<file path="config.mk">
export PLATFORM = sky130hd
export DESIGN_NAME = touch_event_fifo_dedup_rotate_unit_flat
export DESIGN_NICKNAME = d
export VERILOG_FILES = /design/src/tefdr_pkg.sv /design/src/tefdr_chan_if.sv /design/src/touch_event_fifo_dedup_rotate_unit.sv /design/src/tefdr_ram.sv /design/src/flat_wrapper.sv
export SDC_FILE = /design/constraint.sdc
export NUM_CORES = 1
export LEC_CHECK = 0
export BUFFER_PORTS_ARGS = -buffer_cell sky130_fd_sc_hd__buf_2
export CORE_UTILIZATION = 50
export CTS_BUF_LIST = sky130_fd_sc_hd__clkbuf_4 sky130_fd_sc_hd__clkbuf_8 sky130_fd_sc_hd__clkbuf_16
export CTS_CLUSTER_DIAMETER = 120
export DETAILED_ROUTE_END_ITERATION = 7
export PLACE_DENSITY = 0.75
export SYNTH_ARGS = -nofsm -noshare
export SYNTH_HDL_FRONTEND = slang
export SYNTH_SLANG_ARGS = --single-unit
</file>
<file path="constraint.sdc">
create_clock -name i_clk -period 5.77 [get_ports i_clk]
set_input_delay 0.2885 -clock i_clk [delete_from_list [all_inputs] [get_ports i_clk]]
set_output_delay 0.2885 -clock i_clk [all_outputs]
set_load 0.05 [all_outputs]
</file>
<file path="src/tefdr_pkg.sv">
// Shared types and constants for the touch event queue.
package tefdr_pkg;

    localparam int COORD_W = 16;
    localparam int CODE_W  = 8;
    localparam int ENTRY_W = CODE_W + 2 * COORD_W;
    localparam int CFG_W   = 16;
    localparam int CFG_IDX_W = 3;

    typedef logic [CFG_IDX_W-1:0] t_cfg_idx;
    typedef logic [CFG_W-1:0]     t_cfg_data;

    // Configuration register indexes
    localparam t_cfg_idx CFG_ROTATE_ENABLE   = 3'd0;
    localparam t_cfg_idx CFG_RECT_LEFT       = 3'd1;
    localparam t_cfg_idx CFG_RECT_TOP        = 3'd2;
    localparam t_cfg_idx CFG_RECT_WIDTH      = 3'd3;
    localparam t_cfg_idx CFG_RECT_HEIGHT     = 3'd4;
    localparam t_cfg_idx CFG_IDLE_EVENT_CODE = 3'd5;

    // Request function codes
    localparam logic FUNC_WRITE = 1'b0;
    localparam logic FUNC_READ  = 1'b1;

    // One stored touch record
    typedef struct packed {
        logic [CODE_W-1:0]  ev;
        logic [COORD_W-1:0] x;
        logic [COORD_W-1:0] y;
    } t_rec;

    // Input request
    typedef struct packed {
        logic               func;
        logic [CODE_W-1:0]  event_code;
        logic [COORD_W-1:0] x_coord;
        logic [COORD_W-1:0] y_coord;
    } t_req;

    // Result
    typedef struct packed {
        logic               read_valid;
        logic [CODE_W-1:0]  out_event;
        logic [COORD_W-1:0] out_x;
        logic [COORD_W-1:0] out_y;
        logic               notify;
        logic               dropped;
    } t_rsp;

endpackage

</file>
<file path="src/tefdr_chan_if.sv">
// Valid/ready channel carrying one item of any payload type.
interface tefdr_chan_if #(
    parameter type t_payload = logic
);
    logic     valid;
    logic     ready;
    t_payload payload;

    modport source (output valid, output payload, input ready);
    modport sink   (input valid, input payload, output ready);
endinterface

</file>
<file path="src/touch_event_fifo_dedup_rotate_unit.sv">
// Touch event queue: mirroring, duplicate suppression and a ring in RAM.
//
//  channel  | dir | handshake           | carries
//  ---------+-----+---------------------+------------------------------------
//  i_req    | in  | valid/ready         | func, event_code, x_coord, y_coord
//  o_rsp    | out | valid/ready         | read_valid, event, x, y, notify,
//           |     |                     | dropped
//  i_cfg_*  | in  | write enable only   | register index and data
//
// A write or an empty read is answered from the output register, loaded in the
// cycle after the request is accepted. A read that pops first reads the ring
// RAM, whose read data is registered; the ST_POP state then loads its result.
// Reset clears pointers, the last-record flag and control; the RAM is not
// cleared. The request side stalls while a result waits untaken and while a pop
// waits in ST_POP for the RAM data.
module touch_event_fifo_dedup_rotate_unit #(
    parameter int DEPTH = 16
) (
    input  logic                i_clk,
    input  logic                i_rst_n,
    tefdr_chan_if.sink          i_req,
    tefdr_chan_if.source        o_rsp,
    input  logic                i_cfg_we,
    input  tefdr_pkg::t_cfg_idx i_cfg_idx,
    input  tefdr_pkg::t_cfg_data i_cfg_wdata
);
    import tefdr_pkg::*;

    localparam int IDX_W = $clog2(DEPTH);
    localparam logic [IDX_W-1:0] LAST_IDX = IDX_W'(DEPTH - 1);

    typedef enum logic {
        ST_IDLE,
        ST_POP
    } t_state;

    t_state              r_state;
    logic [IDX_W-1:0]    r_head;
    logic [IDX_W-1:0]    r_tail;
    t_rec                r_last;
    logic                r_last_known;
    t_rsp                r_out;
    logic                r_out_valid;

    // Configuration registers
    logic                r_rot_en;
    logic [COORD_W-1:0]  r_left;
    logic [COORD_W-1:0]  r_top;
    logic [COORD_W-1:0]  r_width;
    logic [COORD_W-1:0]  r_height;
    logic [CODE_W-1:0]   r_idle_code;

    t_req                w_req;
    logic                w_accept;
    logic                w_out_free;
    logic                w_in_x;
    logic                w_in_y;
    t_rec                w_rec;
    t_rec                w_cur_last;
    logic                w_dup;
    logic [IDX_W-1:0]    w_next_tail;
    logic [IDX_W-1:0]    w_next_head;
    logic                w_full;
    logic                w_empty;
    logic                w_ram_we;
    logic                w_ram_re;
    logic [ENTRY_W-1:0]  w_ram_rdata;
    t_rec                w_pop_rec;
    t_rsp                w_rsp;

    assign w_req      = i_req.payload;
    assign w_out_free = !r_out_valid || o_rsp.ready;
    assign i_req.ready = (r_state == ST_IDLE) && w_out_free;
    assign w_accept   = i_req.valid && i_req.ready;

    // Rectangle test, sums kept at 17 bits so they do not wrap
    always_comb begin
        w_in_x = ({1'b0, w_req.x_coord} >= {1'b0, r_left}) &&
                 ({1'b0, w_req.x_coord} < ({1'b0, r_left} + {1'b0, r_width}));
        w_in_y = ({1'b0, w_req.y_coord} >= {1'b0, r_top}) &&
                 ({1'b0, w_req.y_coord} < ({1'b0, r_top} + {1'b0, r_height}));
    end

    // Mirror points inside the rectangle when rotate-enable is set; result is taken modulo 2^16
    always_comb begin
        w_rec.ev = w_req.event_code;
        w_rec.x  = w_req.x_coord;
        w_rec.y  = w_req.y_coord;
        if (r_rot_en && w_in_x && w_in_y) begin
            w_rec.x = r_left + r_left + r_width - 16'd1 - w_req.x_coord;
            w_rec.y = r_top + r_top + r_height - 16'd1 - w_req.y_coord;
        end
    end

    // Last record, or the idle code before any write
    always_comb begin
        if (r_last_known) begin
            w_cur_last = r_last;
        end else begin
            w_cur_last.ev = r_idle_code;
            w_cur_last.x  = '0;
            w_cur_last.y  = '0;
        end
    end

    assign w_dup       = (w_rec == w_cur_last);
    assign w_next_tail = (r_tail == LAST_IDX) ? '0 : r_tail + 1'b1;
    assign w_next_head = (r_head == LAST_IDX) ? '0 : r_head + 1'b1;
    assign w_full      = (w_next_tail == r_head);
    assign w_empty     = (r_head == r_tail);

    assign w_ram_we = w_accept && (w_req.func == FUNC_WRITE) && !w_dup && !w_full;
    assign w_ram_re = w_accept && (w_req.func == FUNC_READ) && !w_empty;

    // Result of a write or an empty read
    always_comb begin
        w_rsp = '0;
        if (w_req.func == FUNC_WRITE) begin
            if (!w_dup) begin
                w_rsp.dropped = w_full;
                w_rsp.notify  = !w_full;
            end
        end else begin
            w_rsp.out_event = w_cur_last.ev;
            w_rsp.out_x     = w_cur_last.x;
            w_rsp.out_y     = w_cur_last.y;
        end
    end

    tefdr_ram #(
        .WIDTH (ENTRY_W),
        .DEPTH (DEPTH)
    ) u_ring_ram (
        .i_clk     (i_clk),
        .i_wr_en   (w_ram_we),
        .i_wr_addr (r_tail),
        .i_wr_data (w_rec),
        .i_rd_en   (w_ram_re),
        .i_rd_addr (r_head),
        .o_rd_data (w_ram_rdata)
    );

    assign w_pop_rec = w_ram_rdata;

    // Configuration writes
    always_ff @(posedge i_clk) begin
        if (!i_rst_n) begin
            r_rot_en    <= 1'b0;
            r_left      <= '0;
            r_top       <= '0;
            r_width     <= '0;
            r_height    <= '0;
            r_idle_code <= '0;
        end else if (i_cfg_we) begin
            case (i_cfg_idx)
                CFG_ROTATE_ENABLE:   r_rot_en    <= i_cfg_wdata[0];
                CFG_RECT_LEFT:       r_left      <= i_cfg_wdata;
                CFG_RECT_TOP:        r_top       <= i_cfg_wdata;
                CFG_RECT_WIDTH:      r_width     <= i_cfg_wdata;
                CFG_RECT_HEIGHT:     r_height    <= i_cfg_wdata;
                CFG_IDLE_EVENT_CODE: r_idle_code <= i_cfg_wdata[CODE_W-1:0];
                default: ;
            endcase
        end
    end

    // Sequencer, ring pointers and output register
    always_ff @(posedge i_clk) begin
        if (!i_rst_n) begin
            r_state      <= ST_IDLE;
            r_head       <= '0;
            r_tail       <= '0;
            r_last_known <= 1'b0;
            r_out_valid  <= 1'b0;
        end else begin
            case (r_state)
                ST_IDLE: begin
                    if (w_ram_re) begin
                        // Pop: result comes once RAM data is back
                        r_out_valid <= 1'b0;
                        r_head      <= w_next_head;
                        r_state     <= ST_POP;
                    end else if (w_accept) begin
                        r_out       <= w_rsp;
                        r_out_valid <= 1'b1;
                        if ((w_req.func == FUNC_WRITE) && !w_dup) begin
                            r_last       <= w_rec;
                            r_last_known <= 1'b1;
                            if (!w_full) begin
                                r_tail <= w_next_tail;
                            end
                        end
                    end else if (o_rsp.ready) begin
                        r_out_valid <= 1'b0;
                    end
                end
                ST_POP: begin
                    r_out.read_valid <= 1'b1;
                    r_out.out_event  <= w_pop_rec.ev;
                    r_out.out_x      <= w_pop_rec.x;
                    r_out.out_y      <= w_pop_rec.y;
                    r_out.notify     <= 1'b0;
                    r_out.dropped    <= 1'b0;
                    r_out_valid      <= 1'b1;
                    r_state          <= ST_IDLE;
                end
                default: r_state <= ST_IDLE;
            endcase
        end
    end

    assign o_rsp.valid   = r_out_valid;
    assign o_rsp.payload = r_out;

`ifndef SYNTHESIS
    // The output register is free while a pop waits on the RAM
    a_pop_out_free: assert property (@(posedge i_clk) disable iff (!i_rst_n)
        (r_state == ST_POP) |-> !r_out_valid)
        else $error("output register busy during pop");

    // A pop always delivers a valid read result next cycle
    a_pop_result: assert property (@(posedge i_clk) disable iff (!i_rst_n)
        (r_state == ST_POP) |=> (r_out_valid && r_out.read_valid))
        else $error("pop did not deliver a read result");

    // Read results carry no write flags, and writes never both queue and drop
    a_flags: assert property (@(posedge i_clk) disable iff (!i_rst_n)
        r_out_valid |-> !(r_out.notify && r_out.dropped) &&
                        !(r_out.read_valid && (r_out.notify || r_out.dropped)))
        else $error("inconsistent result flags");
`endif

endmodule

</file>
<file path="src/tefdr_ram.sv">
// Generic single-write, single-read RAM with registered read data.
module tefdr_ram #(
    parameter int WIDTH = 40,
    parameter int DEPTH = 16
) (
    input  logic                     i_clk,
    input  logic                     i_wr_en,
    input  logic [$clog2(DEPTH)-1:0] i_wr_addr,
    input  logic [WIDTH-1:0]         i_wr_data,
    input  logic                     i_rd_en,
    input  logic [$clog2(DEPTH)-1:0] i_rd_addr,
    output logic [WIDTH-1:0]         o_rd_data
);
    logic [WIDTH-1:0] r_mem [DEPTH];
    logic [WIDTH-1:0] r_rd_data;

    always_ff @(posedge i_clk) begin
        if (i_wr_en) begin
            r_mem[i_wr_addr] <= i_wr_data;
        end
        if (i_rd_en) begin
            r_rd_data <= r_mem[i_rd_addr];
        end
    end

    assign o_rd_data = r_rd_data;
endmodule
</file>
<file path="src/flat_wrapper.sv">
// flat-port wrapper written by rule: the top's interface ports become plain ports
module touch_event_fifo_dedup_rotate_unit_flat import tefdr_pkg::*;
#(
    parameter int DEPTH = 16
)
  (i_clk, i_rst_n, i_cfg_we, i_cfg_idx, i_cfg_wdata, i_req_valid, i_req_payload, i_req_ready, o_rsp_valid, o_rsp_payload, o_rsp_ready);
  tefdr_chan_if i_req_i ();
  tefdr_chan_if o_rsp_i ();
  input  logic i_clk;
  input  logic i_rst_n;
  input  logic i_cfg_we;
  input  tefdr_pkg::t_cfg_idx i_cfg_idx;
  input  tefdr_pkg::t_cfg_data i_cfg_wdata;
  input wire logic [$bits(i_req_i.valid)-1:0] i_req_valid;
  input wire logic [$bits(i_req_i.payload)-1:0] i_req_payload;
  output wire logic [$bits(i_req_i.ready)-1:0] i_req_ready;
  output wire logic [$bits(o_rsp_i.valid)-1:0] o_rsp_valid;
  output wire logic [$bits(o_rsp_i.payload)-1:0] o_rsp_payload;
  input wire logic [$bits(o_rsp_i.ready)-1:0] o_rsp_ready;
  assign i_req_i.valid = i_req_valid;
  assign i_req_i.payload = i_req_payload;
  assign i_req_ready = i_req_i.ready;
  assign o_rsp_valid = o_rsp_i.valid;
  assign o_rsp_payload = o_rsp_i.payload;
  assign o_rsp_i.ready = o_rsp_ready;
  touch_event_fifo_dedup_rotate_unit #(.DEPTH(DEPTH)) u_core (.i_clk(i_clk), .i_rst_n(i_rst_n), .i_req(i_req_i), .o_rsp(o_rsp_i), .i_cfg_we(i_cfg_we), .i_cfg_idx(i_cfg_idx), .i_cfg_wdata(i_cfg_wdata));
endmodule
</file>
==> run_results.csv <==
group,metric,value,unit
sta,finalSetupTns,0,ps
die,ios,28,
route,drtPass1Iterations,6,
route,num_vias,8275,
synthesis,synth-seq-cells,112,
sta,rsz0062_at_grt,"false",
route,finalWirelength,24600,um
clock_tree,h-tree-depth,3,
synthesis,syn-cell-area,0.00890,mm^2
placement,dp.cells,1360,
global_route,overflow,0,
route,ant_nets,0,
sta,drv_slew,0,
critical_path,start_kind,"flip-flop",
clock_tree,ctsHoldBuffers,0,
sta,fmax,201,MHz
clock_tree,clk_pin_slew,80,ps
synthesis,synthCells,1151,
global_route,grt_pass1_vias,7493,
sta,finalCritPeriodShare,86.1,%
final_layout,drive_above_1_share,6.17,%
final_layout,area_delta_synth_final,6.07,%
power,powerDensity,208,mW/mm^2
power,leakagePower,3.73,nW
route,post_drt_via_cell_ratio,6.02,
global_route,grt_use_total,27.4,%
power,finalPower,1.96,mW
job,maxCapViolations,0,
sta,slew_headroom,21.4,%
final_layout,layout_commonest_cell,"nand2_1",
clock_tree,root_buffer,"clkbuf_16",
final_layout,n_antenna_cell,0,
route,drc,0,
global_route,grt_pass1_wl,38900,um
sta,finalHoldViolCount,0,
critical_path,cp.required,5780,ps
run_status,status,"complete, no violations",
synthesis,async_flop_share,0,%
synthesis,postSynthAreaPerCell,7.73,um^2
placement,hpwl,19100,um
die,start_util,51.3,%
power,p_comb_share,25.2,%
global_route,antenna_found_initial,0,
power,seqPwrFrac,43.8,%
power,p_int,1.32,mW
die,die_w,135,um
placement,gp_congestion,0.949,
sta,setup_viol,0,
clock_tree,cts_inserted_buffers,9,
die,fp.dieArea,0.0183,mm^2
final_layout,num-nets-final,1266,
global_route,grt_max_degree,75,
critical_path,path_max_fanout,38,
critical_path,worst_setup_path_end_kind,"flip-flop",
synthesis,synth_edf_count,33,
critical_path,crit_arrival,4970,ps
sta,worst-slew-pin-transition,1170,ps
power,p_sw_share,32.9,%
die,rows,48,
power,power_switching,646,uW
min_path,hp-class,"input port to flip-flop",
clock_tree,cts_tree,"yes",
die,core_area,0.0174,mm^2
final_layout,finalNonFillerCells,1375,
placement,portBuffers,27,
critical_path,criticalPathCategory,"flip-flop to flip-flop",
clock_tree,post_cts_resized,0,
clock_tree,post_cts_buffers,0,
synthesis,yosys_warnings,0,
power,clkPwrFrac,31.0,%
route,wl_per_cell,17.9,um
die,dieHeight,135,um
sta,skew,13.4,ps
synthesis,yosys_most_used_dff,"dfxtp_1",
power,ir_worst_vdd,244,uV
clock_tree,clkLatencyLatePin,360,ps
synthesis,yosysSeqAreaShare,28.9,%
final_layout,mostFrequentLayoutCells,"186 x nand2_1, 142 x inv_1, 117 x a21oi_1, 91 x ha_1, 79 x dfxtp_1",
clock_tree,clkSinkCount,112,
synthesis,netlist-cell-type-count,87,
route,first_iter_violations,744,
sta,period_needed,4970,ps
synthesis,syn-num-nets,1271,
clock_tree,clk_path_buf_depth,2,
-- kinds of logic after synthesis --
logic type | after synthesis | synth area share (%)
AOI/OAI and AO/OA | 307 | 23.1
xor gates and xnor gates | 38 | 3.74
adders and majority gates | 95 | 13.7
buffers and inverters | 193 | 8.38
DFF | 112 | 28.9
muxes | 8 | 0.928
and+or+nand+nor | 398 | 21.3
-- worst max-delay path, cell delays in order, from the launching register on --
cell and delay [ps]:
dfxtp_1 390, ha_1 220, fa_1 410, or3_1 320
a221o_1 280, a2111oi_2 280, nand3b_1 120, a2111oi_0 410
nand3b_1 300, o21ai_2 200, buf_4 360, o21ai_0 170
o2111ai_1 120, o41a_1 290, o21a_1 210, and2_1 140
buf_4 360
-- sequential cells by signal (all words and copies together) (netlist names), 4 cells and up --
name and cells:
u_core.r_last 32, u_core.r_left 16, u_core.r_height 16, u_core.r_tail 4
u_core.r_width 16, u_core.r_top 16, u_core.r_idle_code 8
-- power by group through the flow --
stage	clock [mW]	combinational [mW]	sequential, mW
2_1_floorplan	0	0.358	0.868
3_3_place_gp	0	0.479	0.876
3_5_place_dp	0	0.483	0.877
4_1_cts	0.616	0.486	0.858
5_1_grt	0.641	0.542	0.862
6_report	0.610	0.495	0.859
-- per-stage QoR --
stage	setup slack, ps	instance area (um^2)	hold slack (ps)	util (%)
2_1_floorplan	1090	8900	406	-
3_3_place_gp	942	9160	443	52.8
3_5_place_dp	874	9160	448	52.8
4_1_cts	838	9440	181	54.4
5_1_grt	458	9440	192	54.4
6_report	804	9440	187	54.4
-- final cells by class --
cell class | count | area (um^2)
fill | 1652 | 7910
multi-input combinational | 846 | 5580
sequential | 112 | 2570
inverter | 144 | 541
tap | 225 | 282
clock buffer | 9 | 225
timing repair buffer | 33 | 180
clock inverter | 6 | 58.8
-- path summary, 6_finish.rpt --
check,startpoint,slack (ps),depth (start not counted),end
worst max-delay path,u_core.r_top[0],800,16,u_core.r_last[15]
worst min register to register,u_core.r_idle_code[4],460,2,u_core.r_idle_code[4]
worst min-delay path,i_req_valid,190,3,u_core.o_rsp.valid
worst max register to register,u_core.r_top[0],800,16,u_core.r_last[15]
-- cells in the mapped netlist, drive strengths merged, types with 5 or more instances --
cell / n / area share [%]
o21a: 11 / 0.93
and2: 13 / 0.91
nand4: 13 / 0.91
clkbuf: 39 / 1.7
a211oi: 12 / 1.0
o211ai: 13 / 1.1
nor2b: 9 / 0.63
nand2b: 5 / 0.35
nor2: 64 / 2.7
nor4: 19 / 1.3
xor2: 17 / 1.7
nand3b: 7 / 0.59
o2111ai: 5 / 0.49
a31oi: 6 / 0.49
nor3b: 7 / 0.59
o21ai: 52 / 3.0
edfxtp: 33 / 11
or4: 5 / 0.42
a2111oi: 8 / 1.3
nand3: 21 / 1.2
o21bai: 7 / 0.59
ha: 91 / 13
mux2i: 6 / 0.67
a21oi: 117 / 6.6
a311oi: 7 / 0.76
a21o: 8 / 0.67
a221oi: 6 / 0.80
o22ai: 10 / 0.70
dfxtp: 79 / 18
nand2: 186 / 7.8
or2: 6 / 0.45
or3: 10 / 0.70
nor3: 16 / 0.90
inv: 143 / 6.0
and3: 5 / 0.35
a221o: 5 / 0.56
buf: 10 / 0.65
xnor2: 21 / 2.1
-- layer usage --
layer  up-vias  global-route usage, %  wire [um]  share of wire (%)
li1       4062                      -          -                  -
met4         0                   8.86        660                2.7
met5         -                      0          0                  0
met2       328                   44.6      11200                 45
met3        65                   4.34       1700                6.9
met1      3820                   36.9      11100                 45
(Power assumes the default switching activity.)
